File: config.mk
export PLATFORM = sky130hd
export DESIGN_NAME = utf8_to_utf16_stream
export DESIGN_NICKNAME = d
export VERILOG_FILES = /design/src/rtl/u8u16_pkg.sv /design/src/rtl/utf8_to_utf16_stream.sv
export SDC_FILE = /design/constraint.sdc
export NUM_CORES = 1
export LEC_CHECK = 0
export ABC_CLOCK_PERIOD_IN_PS = 4600
export BUFFER_PORTS_ARGS = -buffer_cell sky130_fd_sc_hd__buf_2
export CAP_MARGIN = 0
export CORE_MARGIN = 4
export CORE_UTILIZATION = 35
export CTS_BUF_LIST = sky130_fd_sc_hd__clkbuf_8
export DETAILED_ROUTE_END_ITERATION = 10
export SYNTH_ARGS = -nofsm -noshare
export SYNTH_HDL_FRONTEND = slang
export SYNTH_SLANG_ARGS = --single-unit
File: constraint.sdc
create_clock -name clk -period 4.6 [get_ports clk]
set_input_delay 0.92 -clock clk [delete_from_list [all_inputs] [get_ports clk]]
set_output_delay 0.92 -clock clk [all_outputs]
set_load 0.01 [all_outputs]
File: src/rtl/u8u16_pkg.sv
// ----------------------------------------------------------------------------
// u8u16_pkg
// Widths and constants shared by the UTF-8 to UTF-16 transcoder and its checker.
// ----------------------------------------------------------------------------
package u8u16_pkg;

	localparam int BYTE_W = 8;
	localparam int UNIT_W = 16;
	localparam int CP_W   = 32;
	localparam int REC_N  = 3;
	localparam int REC_CW = $clog2(REC_N + 1);

	localparam logic [UNIT_W-1:0] HI_SURR_BASE = 16'hD800;
	localparam logic [UNIT_W-1:0] LO_SURR_BASE = 16'hDC00;
	localparam logic [CP_W-1:0]   SUPP_OFFSET  = 32'h0001_0000;
	localparam logic [UNIT_W-1:0] TERMINATOR   = 16'h0000;

	// Leading six bits of a high surrogate unit.
	localparam logic [5:0] HI_SURR_TAG = 6'b110110;

endpackage

File: src/rtl/utf8_to_utf16_stream.sv
// ----------------------------------------------------------------------------
// utf8_to_utf16_stream
// Converts a stream of UTF-8 bytes into a stream of UTF-16 code units.
// ----------------------------------------------------------------------------
// Input items are single bytes on data_byte with last_byte, taken with
// in_valid and in_ready. Output items are single UTF-16 units on code_unit
// with end_of_string, offered with out_valid and out_ready.
// The bit written through cfg_we and cfg_wdata selects counted mode, in
// which the string ends after the sequence holding the marked last byte and
// a zero terminator follows; otherwise the string ends on code point zero.
// The byte that completes a sequence is decoded in the cycle it is taken
// and its one to three units are held in a small result buffer; the first
// unit moves on into the output register once that register is empty or being read.
// One byte is taken per cycle while each item yields at most one unit and
// the receiver is ready. Surrogate pairs and terminators hold the input
// while their extra units wait in the buffer, as the output register passes
// one unit per cycle while the receiver is ready.
// When the receiver stalls, the output unit holds, the buffer fills, and
// in_ready falls; nothing is lost.
// Reset clears the decoder state, the buffer, the output valid and the mode.
// ----------------------------------------------------------------------------
module utf8_to_utf16_stream (
	input  logic                          clk,
	input  logic                          arst_n,
	input  logic                          cfg_we,
	input  logic                          cfg_wdata,
	input  logic                          in_valid,
	output logic                          in_ready,
	input  logic [u8u16_pkg::BYTE_W-1:0]  data_byte,
	input  logic                          last_byte,
	output logic                          out_valid,
	input  logic                          out_ready,
	output logic [u8u16_pkg::UNIT_W-1:0]  code_unit,
	output logic                          end_of_string
);
	import u8u16_pkg::*;

	logic              counted_q;
	logic [CP_W-1:0]   partial_q;
	logic [2:0]        rem_q;
	logic              endp_q;

	logic [UNIT_W-1:0] rec_unit_q [REC_N];
	logic              rec_eos_q  [REC_N];
	logic [REC_CW-1:0] rec_cnt_q;

	logic              out_valid_q;
	logic [UNIT_W-1:0] out_unit_q;
	logic              out_eos_q;

	logic              accept;
	logic              pop;
	logic [3:0]        lz;
	logic [BYTE_W-1:0] lead_mask;
	logic [CP_W-1:0]   cp_n;
	logic [2:0]        rem_n;
	logic              endp_n;
	logic              complete;
	logic              ends;
	logic              single;
	logic [CP_W-1:0]   v;
	logic [UNIT_W-1:0] new_unit [REC_N];
	logic              new_eos  [REC_N];
	logic [REC_CW-1:0] new_cnt;

	assign pop      = (rec_cnt_q != '0) && (!out_valid_q || out_ready);
	assign in_ready = (rec_cnt_q == '0) || ((rec_cnt_q == REC_CW'(1)) && pop);
	assign accept   = in_valid && in_ready;

	// The highest zero bit of the byte fixes the count of leading ones.
	always_comb begin
		lz = 4'd8;
		for (int i = 0; i < BYTE_W; i++) begin
			if (!data_byte[i]) begin
				lz = 4'(BYTE_W - 1 - i);
			end
		end
	end

	assign lead_mask = BYTE_W'(8'hFF >> (lz + 4'd1));

	always_comb begin
		if (rem_q == 3'd0) begin
			cp_n  = {{(CP_W-BYTE_W){1'b0}}, data_byte & lead_mask};
			rem_n = (lz == 4'd0) ? 3'd0 : 3'(lz - 4'd1);
		end else begin
			cp_n  = {partial_q[CP_W-7:0], data_byte[5:0]};
			rem_n = rem_q - 3'd1;
		end
	end

	assign endp_n   = endp_q || (counted_q && last_byte);
	assign complete = (rem_n == 3'd0);
	assign ends     = counted_q ? endp_n : (cp_n == '0);
	assign single   = (cp_n[CP_W-1:UNIT_W] == '0) && (cp_n[15:11] != 5'b11011);
	assign v        = cp_n - SUPP_OFFSET;

	always_comb begin
		new_unit[0] = cp_n[UNIT_W-1:0];
		new_eos[0]  = ends && !counted_q;
		new_unit[1] = TERMINATOR;
		new_eos[1]  = 1'b1;
		new_unit[2] = TERMINATOR;
		new_eos[2]  = 1'b1;
		new_cnt     = REC_CW'(1);
		if (!single) begin
			new_unit[0] = HI_SURR_BASE | {6'b0, v[19:10]};
			new_eos[0]  = 1'b0;
			new_unit[1] = LO_SURR_BASE | {6'b0, v[9:0]};
			new_eos[1]  = ends && !counted_q;
			new_cnt     = REC_CW'(2);
		end
		if (ends && counted_q) begin
			new_cnt = new_cnt + REC_CW'(1);
		end
	end

	always_ff @(posedge clk or negedge arst_n) begin
		if (!arst_n) begin
			counted_q <= 1'b0;
		end else if (cfg_we) begin
			counted_q <= cfg_wdata;
		end
	end

	always_ff @(posedge clk or negedge arst_n) begin
		if (!arst_n) begin
			partial_q <= '0;
			rem_q     <= 3'd0;
			endp_q    <= 1'b0;
		end else if (accept) begin
			rem_q <= rem_n;
			if (complete) begin
				partial_q <= '0;
				endp_q    <= 1'b0;
			end else begin
				partial_q <= cp_n;
				endp_q    <= endp_n;
			end
		end
	end

	always_ff @(posedge clk or negedge arst_n) begin
		if (!arst_n) begin
			rec_cnt_q <= '0;
		end else if (accept) begin
			rec_cnt_q <= complete ? new_cnt : '0;
		end else if (pop) begin
			rec_cnt_q <= rec_cnt_q - REC_CW'(1);
		end
	end

	always_ff @(posedge clk) begin
		if (accept && complete) begin
			for (int i = 0; i < REC_N; i++) begin
				rec_unit_q[i] <= new_unit[i];
				rec_eos_q[i]  <= new_eos[i];
			end
		end else if (pop) begin
			for (int i = 0; i < REC_N - 1; i++) begin
				rec_unit_q[i] <= rec_unit_q[i+1];
				rec_eos_q[i]  <= rec_eos_q[i+1];
			end
		end
	end

	always_ff @(posedge clk or negedge arst_n) begin
		if (!arst_n) begin
			out_valid_q <= 1'b0;
		end else if (pop) begin
			out_valid_q <= 1'b1;
		end else if (out_ready) begin
			out_valid_q <= 1'b0;
		end
	end

	always_ff @(posedge clk) begin
		if (pop) begin
			out_unit_q <= rec_unit_q[0];
			out_eos_q  <= rec_eos_q[0];
		end
	end

	assign out_valid     = out_valid_q;
	assign code_unit     = out_unit_q;
	assign end_of_string = out_eos_q;

endmodule

; ---- Yosys cells after proc, flatten, opt, wreduce, memory -nomap -nowiden
; Memories as Yosys holds them, arrays and structs flattened. A register that Yosys moved wholly into a read port is not among the register bits.
; Index checks and enable logic that the tools add are counted.
[op_classes]
n_addsub = 6
eq_ne = 2
n_shift = 1
mux = 32
n_bitwise = 5
reduce_logical = 22
[ops]
columns = op, n
row1 = $mux W32, 2
row2 = $logic_not A32 Y1, 1
row3 = $mux W16, 2
row4 = $mux W4, 8
row5 = $mux W26, 1
row6 = $sub A20 B17 Y20 const B, 1
row7 = $logic_not A16 Y1, 1
row8 = $mux W2, 6
row9 = $mux W1, 11
row10 = $and A8 B8 Y8, 1
row11 = $logic_and A1 B1 Y1, 8
row12 = $shr A8 B4 Y8 const A, 1
row13 = $logic_not A3 Y1, 2
row14 = $mux W3, 2
row15 = $reduce_bool A2 Y1, 3
row16 = $sub A3 B1 Y3 const B, 2
row17 = $ne A5 B5 Y1 const B, 1
row18 = $add A4 B1 Y4 const B, 1
row19 = $logic_not A4 Y1, 1
row20 = $or A1 B1 Y1, 4
row21 = $logic_or A1 B1 Y1, 3
row22 = $add A2 B1 Y2 const B, 1
row23 = $eq A2 B1 Y1 const B, 1
row24 = $logic_not A1 Y1, 2
row25 = 2 further kinds, 2
[totals]
reg_bits = 34
ram_bits = 51
input_bits = 15
out_inout_bits = 19
n_memories = 2
[memory_table]
columns = name, words, width, rd, rd_clocked_by_memory_dff, wr, line
row1 = rec_unit_q, 3, 16, 3, 1, 3, utf8_to_utf16_stream.sv:43  ; logic [UNIT_W-1:0] rec_unit_q [REC_N];
row2 = rec_eos_q, 3, 1, 3, 1, 3, utf8_to_utf16_stream.sv:44  ; logic rec_eos_q [REC_N];

; ---- Depth between registers and ports, before layout
[depth]
ltp_word = 19
depth_mapped = 16
depth_no_buf = 13

; ---- Worst setup path before layout
; OpenSTA, ideal clock, no wires.
[synth_path]
path_type = input to register
startpoint = input port data_byte[5] (netlist name)
endpoint = memory rec_eos_q[0], enable pin
setup_time_ns = 0.386
t_arrival_ns = 3.322
required_ns = 4.214
setup_slack_ns = 0.892
cell_stages = 10
cell_sequence = buf_2 > nand3_1 > a21oi_2 > nor2_1 > ha_1 > or3_1 > o21bai_4 > a31oi_4 > nand2_1 > nand2_1
[synth_lines]
columns = item, line
row1 = "start, declared", utf8_to_utf16_stream.sv:29  ; input logic [u8u16_pkg::BYTE_W-1:0] data_byte,
row2 = "end, declared", utf8_to_utf16_stream.sv:44

==> results.md <==
Outcome:
- The flow ran to the end, and the final reports show no timing, DRC or antenna violations.

Timing:
- The achievable frequency is 272.8 MHz.
- The final number of max-transition violations came to 0.
- Setup slack on the critical path of the routed design comes to 0.9340 ns.
- The transition at the pin with the smallest max-transition slack is 1.040 ns.
- Clock skew on the completed layout was measured at 0.006861 ns.
- For the final routed database, the setup TNS stands at 0 ns.
- The number of hold violations in the final report is 0.
- The minimum clock period is 3.666 ns.
- Setup violations remaining at the end of the flow were counted as 0.
- Setup repair after global routing left no endpoint under its margin.
- The share of the clock period used by the worst path after layout is 79.70%.
- The remaining max-slew budget at the tightest pin is 30.69%.

Drt:
- The detailed-router iteration count before antenna repair is 6.
- The final wirelength is 8.645 mm.
- The average via count per standard cell is 5.433.
- Dividing the detail-routed wire length by the instance count gives 16.72 µm.
- The detail route stage leaves a number of antenna-violating nets equal to 0.
- After detailed routing, the number of remaining DRC violations is 0.
- The total vias in the final route is 2,809.
- After the first detailed-routing iteration, the DRC count stood at 190.

Global routing:
- Entering global routing, the biggest net connects 35 pins.
- The total overflow reported by the global router is 0.
- The first global-routing pass estimated 14.14 mm of wire.
- Global routing used 13.91% of the available tracks.
- The initial antenna violation count is 0.
- The number of global-route vias before repair was 2,708.

Floorplanning:
- The total core area is 10,940 µm².
- In this run the core area contains 38 standard-cell rows.
- The floorplan die area is 12,990 µm².
- For this design the top-level I/O count stands at 34.
- The starting density of the core is 35.95%.
- The die is 114.0 µm wide.
- The die is 114.0 µm tall.

Power and ir drop:
- The power density over the cells is 741.6 nW/µm².
- Summed over all cells, the static leakage comes to 1.774 nW.
- After layout, the design draws a total of 3.301 mW.
- VDD sags by at most 262.5 µV.

Finish:
- In the final layout, the share of cells above drive strength 1 is 20.69%.
- The total inserted antenna cells is 0.
- The commonest non-fill, non-tap cell in the layout is sky130_fd_sc_hd__edfxtp_1.
- For this run, the post-layout net count is 399.
- The area growth from synthesis to layout is 13.24%.
- With fillers left out, the area of the finished cells amounts to 4452 µm².
- The end-of-flow core utilization is 40.71%.
- Leaving out fill and tap cells, the most frequent cells in the layout are 46 x sky130_fd_sc_hd__edfxtp_1, 34 x sky130_fd_sc_hd__dfrtp_1, 33 x sky130_fd_sc_hd__buf_2.
- The filler cells instantiated in the layout total 1,077.

Yosys:
- The synthesized netlist net count is 363.
- The number of different library cells used by synthesis comes to 55.
- The synthesized netlist cell count is 336.
- Averaged over all synthesized cells, the footprint is 11.70 µm².
- The most common flop cell mapped by yosys is sky130_fd_sc_hd__edfxtp_1.
- During synthesis, Yosys emitted a total of 0 warnings.
- The number of synthesized flops with an enable pin is 46.
- Counting flops with an async set or reset pin after synthesis yields a share of 41.98%.
- The sequential cell area fraction in the yosys report is 57.29%.
- After synthesis the netlist holds a flip-flop and latch count of 81.
- The combined area of all synthesized cells is 3931 µm².

Placed design:
- The half-perimeter wire length after placement is 6.190 mm.
- Routability-driven placement finished with a final weighted congestion of 0.9159.
- The cell area after placement is 4264 µm².
- Prior to clock tree synthesis, the placed netlist has a worst setup slack of 0.5750 ns.
- In this run the tool buffered the top-level ports with 33 buffer cells.

Setup path:
- The cell with the largest stage delay on the worst path is sky130_fd_sc_hd__o21ai_4.
- The number of cells on the worst reg-to-reg path is 10.
- By startpoint and endpoint, the worst setup path is classified as in2reg.
- The endpoint class of the critical path is a register.
- The worst path arrival time is 3.76 ns.
- STA classifies the critical path startpoint as a primary input.
- In this design, the stage delay of the slowest critical-path cell is 0.47 ns.
- The critical path goes through buf_2, and2_1, o211ai_1, and3_1, inv_1, ha_1, or3_1, o21bai_4, a31o_2, o21ai_4, mux2_2.
- The data required time of the worst path is 4.70 ns.
- Of all nets on the critical path, the largest fanout is 17.

Clocking:
- For the worst-skew pair, the clock arrives at the later sink with an insertion delay of 0.34 ns.
- The maximum root-to-sink buffer count is 2.
- After clock tree synthesis, the repair step resized 0 gates.
- The clock transition at the registers of the reported paths is 0.08 ns.
- The number of sinks on the clock net is 81.
- CTS placed an instance of sky130_fd_sc_hd__clkbuf_8 at the clock tree root.
- The depth of the CTS H-tree is 3.
- The clock tree from TritonCTS is done.
- The number of setup buffers added after CTS is 0.
- Buffers inserted to repair hold after CTS numbered 0.
- Buffers inserted during clock tree synthesis total 9.

Job:
- Max-cap violations in this run came to 0.

Hold path:
- The worst hold path passes through 0 cells.
- The type of the most critical hold path is reg2reg.
==> cells by family (layout without fill, tap and decap cells) <==
family          count (synthesis)  in the layout  share of synthesized area, %
mux                            17             17                         4.965
xor+xnor                        3              3                        0.6685
simple gates                  104            104                         13.62
buf+inv                        33             74                         3.596
compound gates                 86             86                         16.04
flops                          81             81                         57.29
fa+ha+maj                      12             12                         3.819
==> worst max-delay path, delay by kind of cell <==
kind / cells / cell delay, ns
adder cells (fa/ha/maj): 1 / 0.22
buffers and inverters: 2 / 0.21
AND/OR/NAND/NOR: 3 / 0.82
AO/OA/AOI/OAI: 4 / 1.17
multiplexers: 1 / 0.41
==> layout make-up <==
type                       instances  area, µm²  area share [%]
sequential                        81       2252           50.59
multi-input combinational        222       1544           34.68
timing repair buffer              42      232.7           5.228
tap                              140      175.2           3.935
clock buffer                       9      123.9           2.782
clock inverter                     7      63.81           1.433
inverter                          16      60.06           1.349
==> report_power, final <==
part	leakage, nW	internal (mW)	switching [mW]
Combinational	0.805	0.563	0.844
Clock	0.0915	0.245	0.246
Sequential	0.877	1.25	0.155
Total	1.77	2.06	1.24
==> synth_stat cells, types with 4 or more instances <==
master                     number  share of area (%)
sky130_fd_sc_hd__a21oi_1       15                1.9
sky130_fd_sc_hd__a22o_1        12                2.7
sky130_fd_sc_hd__a31oi_1       10                1.6
sky130_fd_sc_hd__and3_1         4               0.64
sky130_fd_sc_hd__buf_2          5               0.64
sky130_fd_sc_hd__clkbuf_1      10               0.95
sky130_fd_sc_hd__dfrtp_1       34                 22
sky130_fd_sc_hd__edfxtp_1      46                 35
sky130_fd_sc_hd__ha_1          12                3.8
sky130_fd_sc_hd__inv_1         15                1.4
sky130_fd_sc_hd__mux2_2         8                2.3
sky130_fd_sc_hd__mux2i_1        6                1.5
sky130_fd_sc_hd__nand2_1       32                3.1
sky130_fd_sc_hd__nand2b_1       7                1.1
sky130_fd_sc_hd__nand3_1        9                1.1
sky130_fd_sc_hd__nor2_1        13                1.2
sky130_fd_sc_hd__nor2b_1        5               0.80
sky130_fd_sc_hd__nor3_1        12                1.5
sky130_fd_sc_hd__nor4_1         5               0.80
sky130_fd_sc_hd__o21ai_0       14                1.8
sky130_fd_sc_hd__o22ai_1        8                1.3
==> stage by stage <==
stage | std cells | hold WS [ns]
6_report | 517 | 0.4216
5_1_grt | 517 | 0.4283
4_1_cts | 517 | 0.4204
3_5_place_dp | 501 | 0.4045
3_3_place_gp | 501 | 0.4010
2_1_floorplan | 336 | 0.4003
==> final timing paths <==
| path | startpoint | endpoint | slack, ns |
|---|---|---|---|
| worst min register to register | rec_unit_q[0][10] | code_unit[10] | 0.42 |
| worst max register to register | rem_q[0] | rec_unit_q[0][2] | 0.99 |
| min in group asynchronous | arst_n | counted_q | 0.64 |
| worst min-delay path | rec_unit_q[0][10] | code_unit[10] | 0.42 |
| worst max-delay path | data_byte[1] | rec_unit_q[0][2] | 0.93 |
| max in group asynchronous | arst_n | partial_q[2] | 3.47 |
==> flip-flops by register name, indices dropped and copies added (netlist names) <==
signal / cells
code_unit: 16
out_valid: 1
rem_q: 3
rec_unit_q: 27
endp_q: 1
partial_q: 26
counted_q: 1
end_of_string: 1
rec_eos_q: 3
rec_cnt_q: 2
==> metal layers <==
layer / GRT usage [%] / share of wire (%) / wire length [µm] / vias up
met5: 0 / 0 / 0 / -
met4: 4.276 / 1.4 / 123 / 0
met3: 2.865 / 7.3 / 630 / 11
met2: 22.05 / 47 / 4036 / 99
met1: 19.25 / 45 / 3854 / 1357
li1: - / - / - / 1342
(Power assumes the default switching activity.)
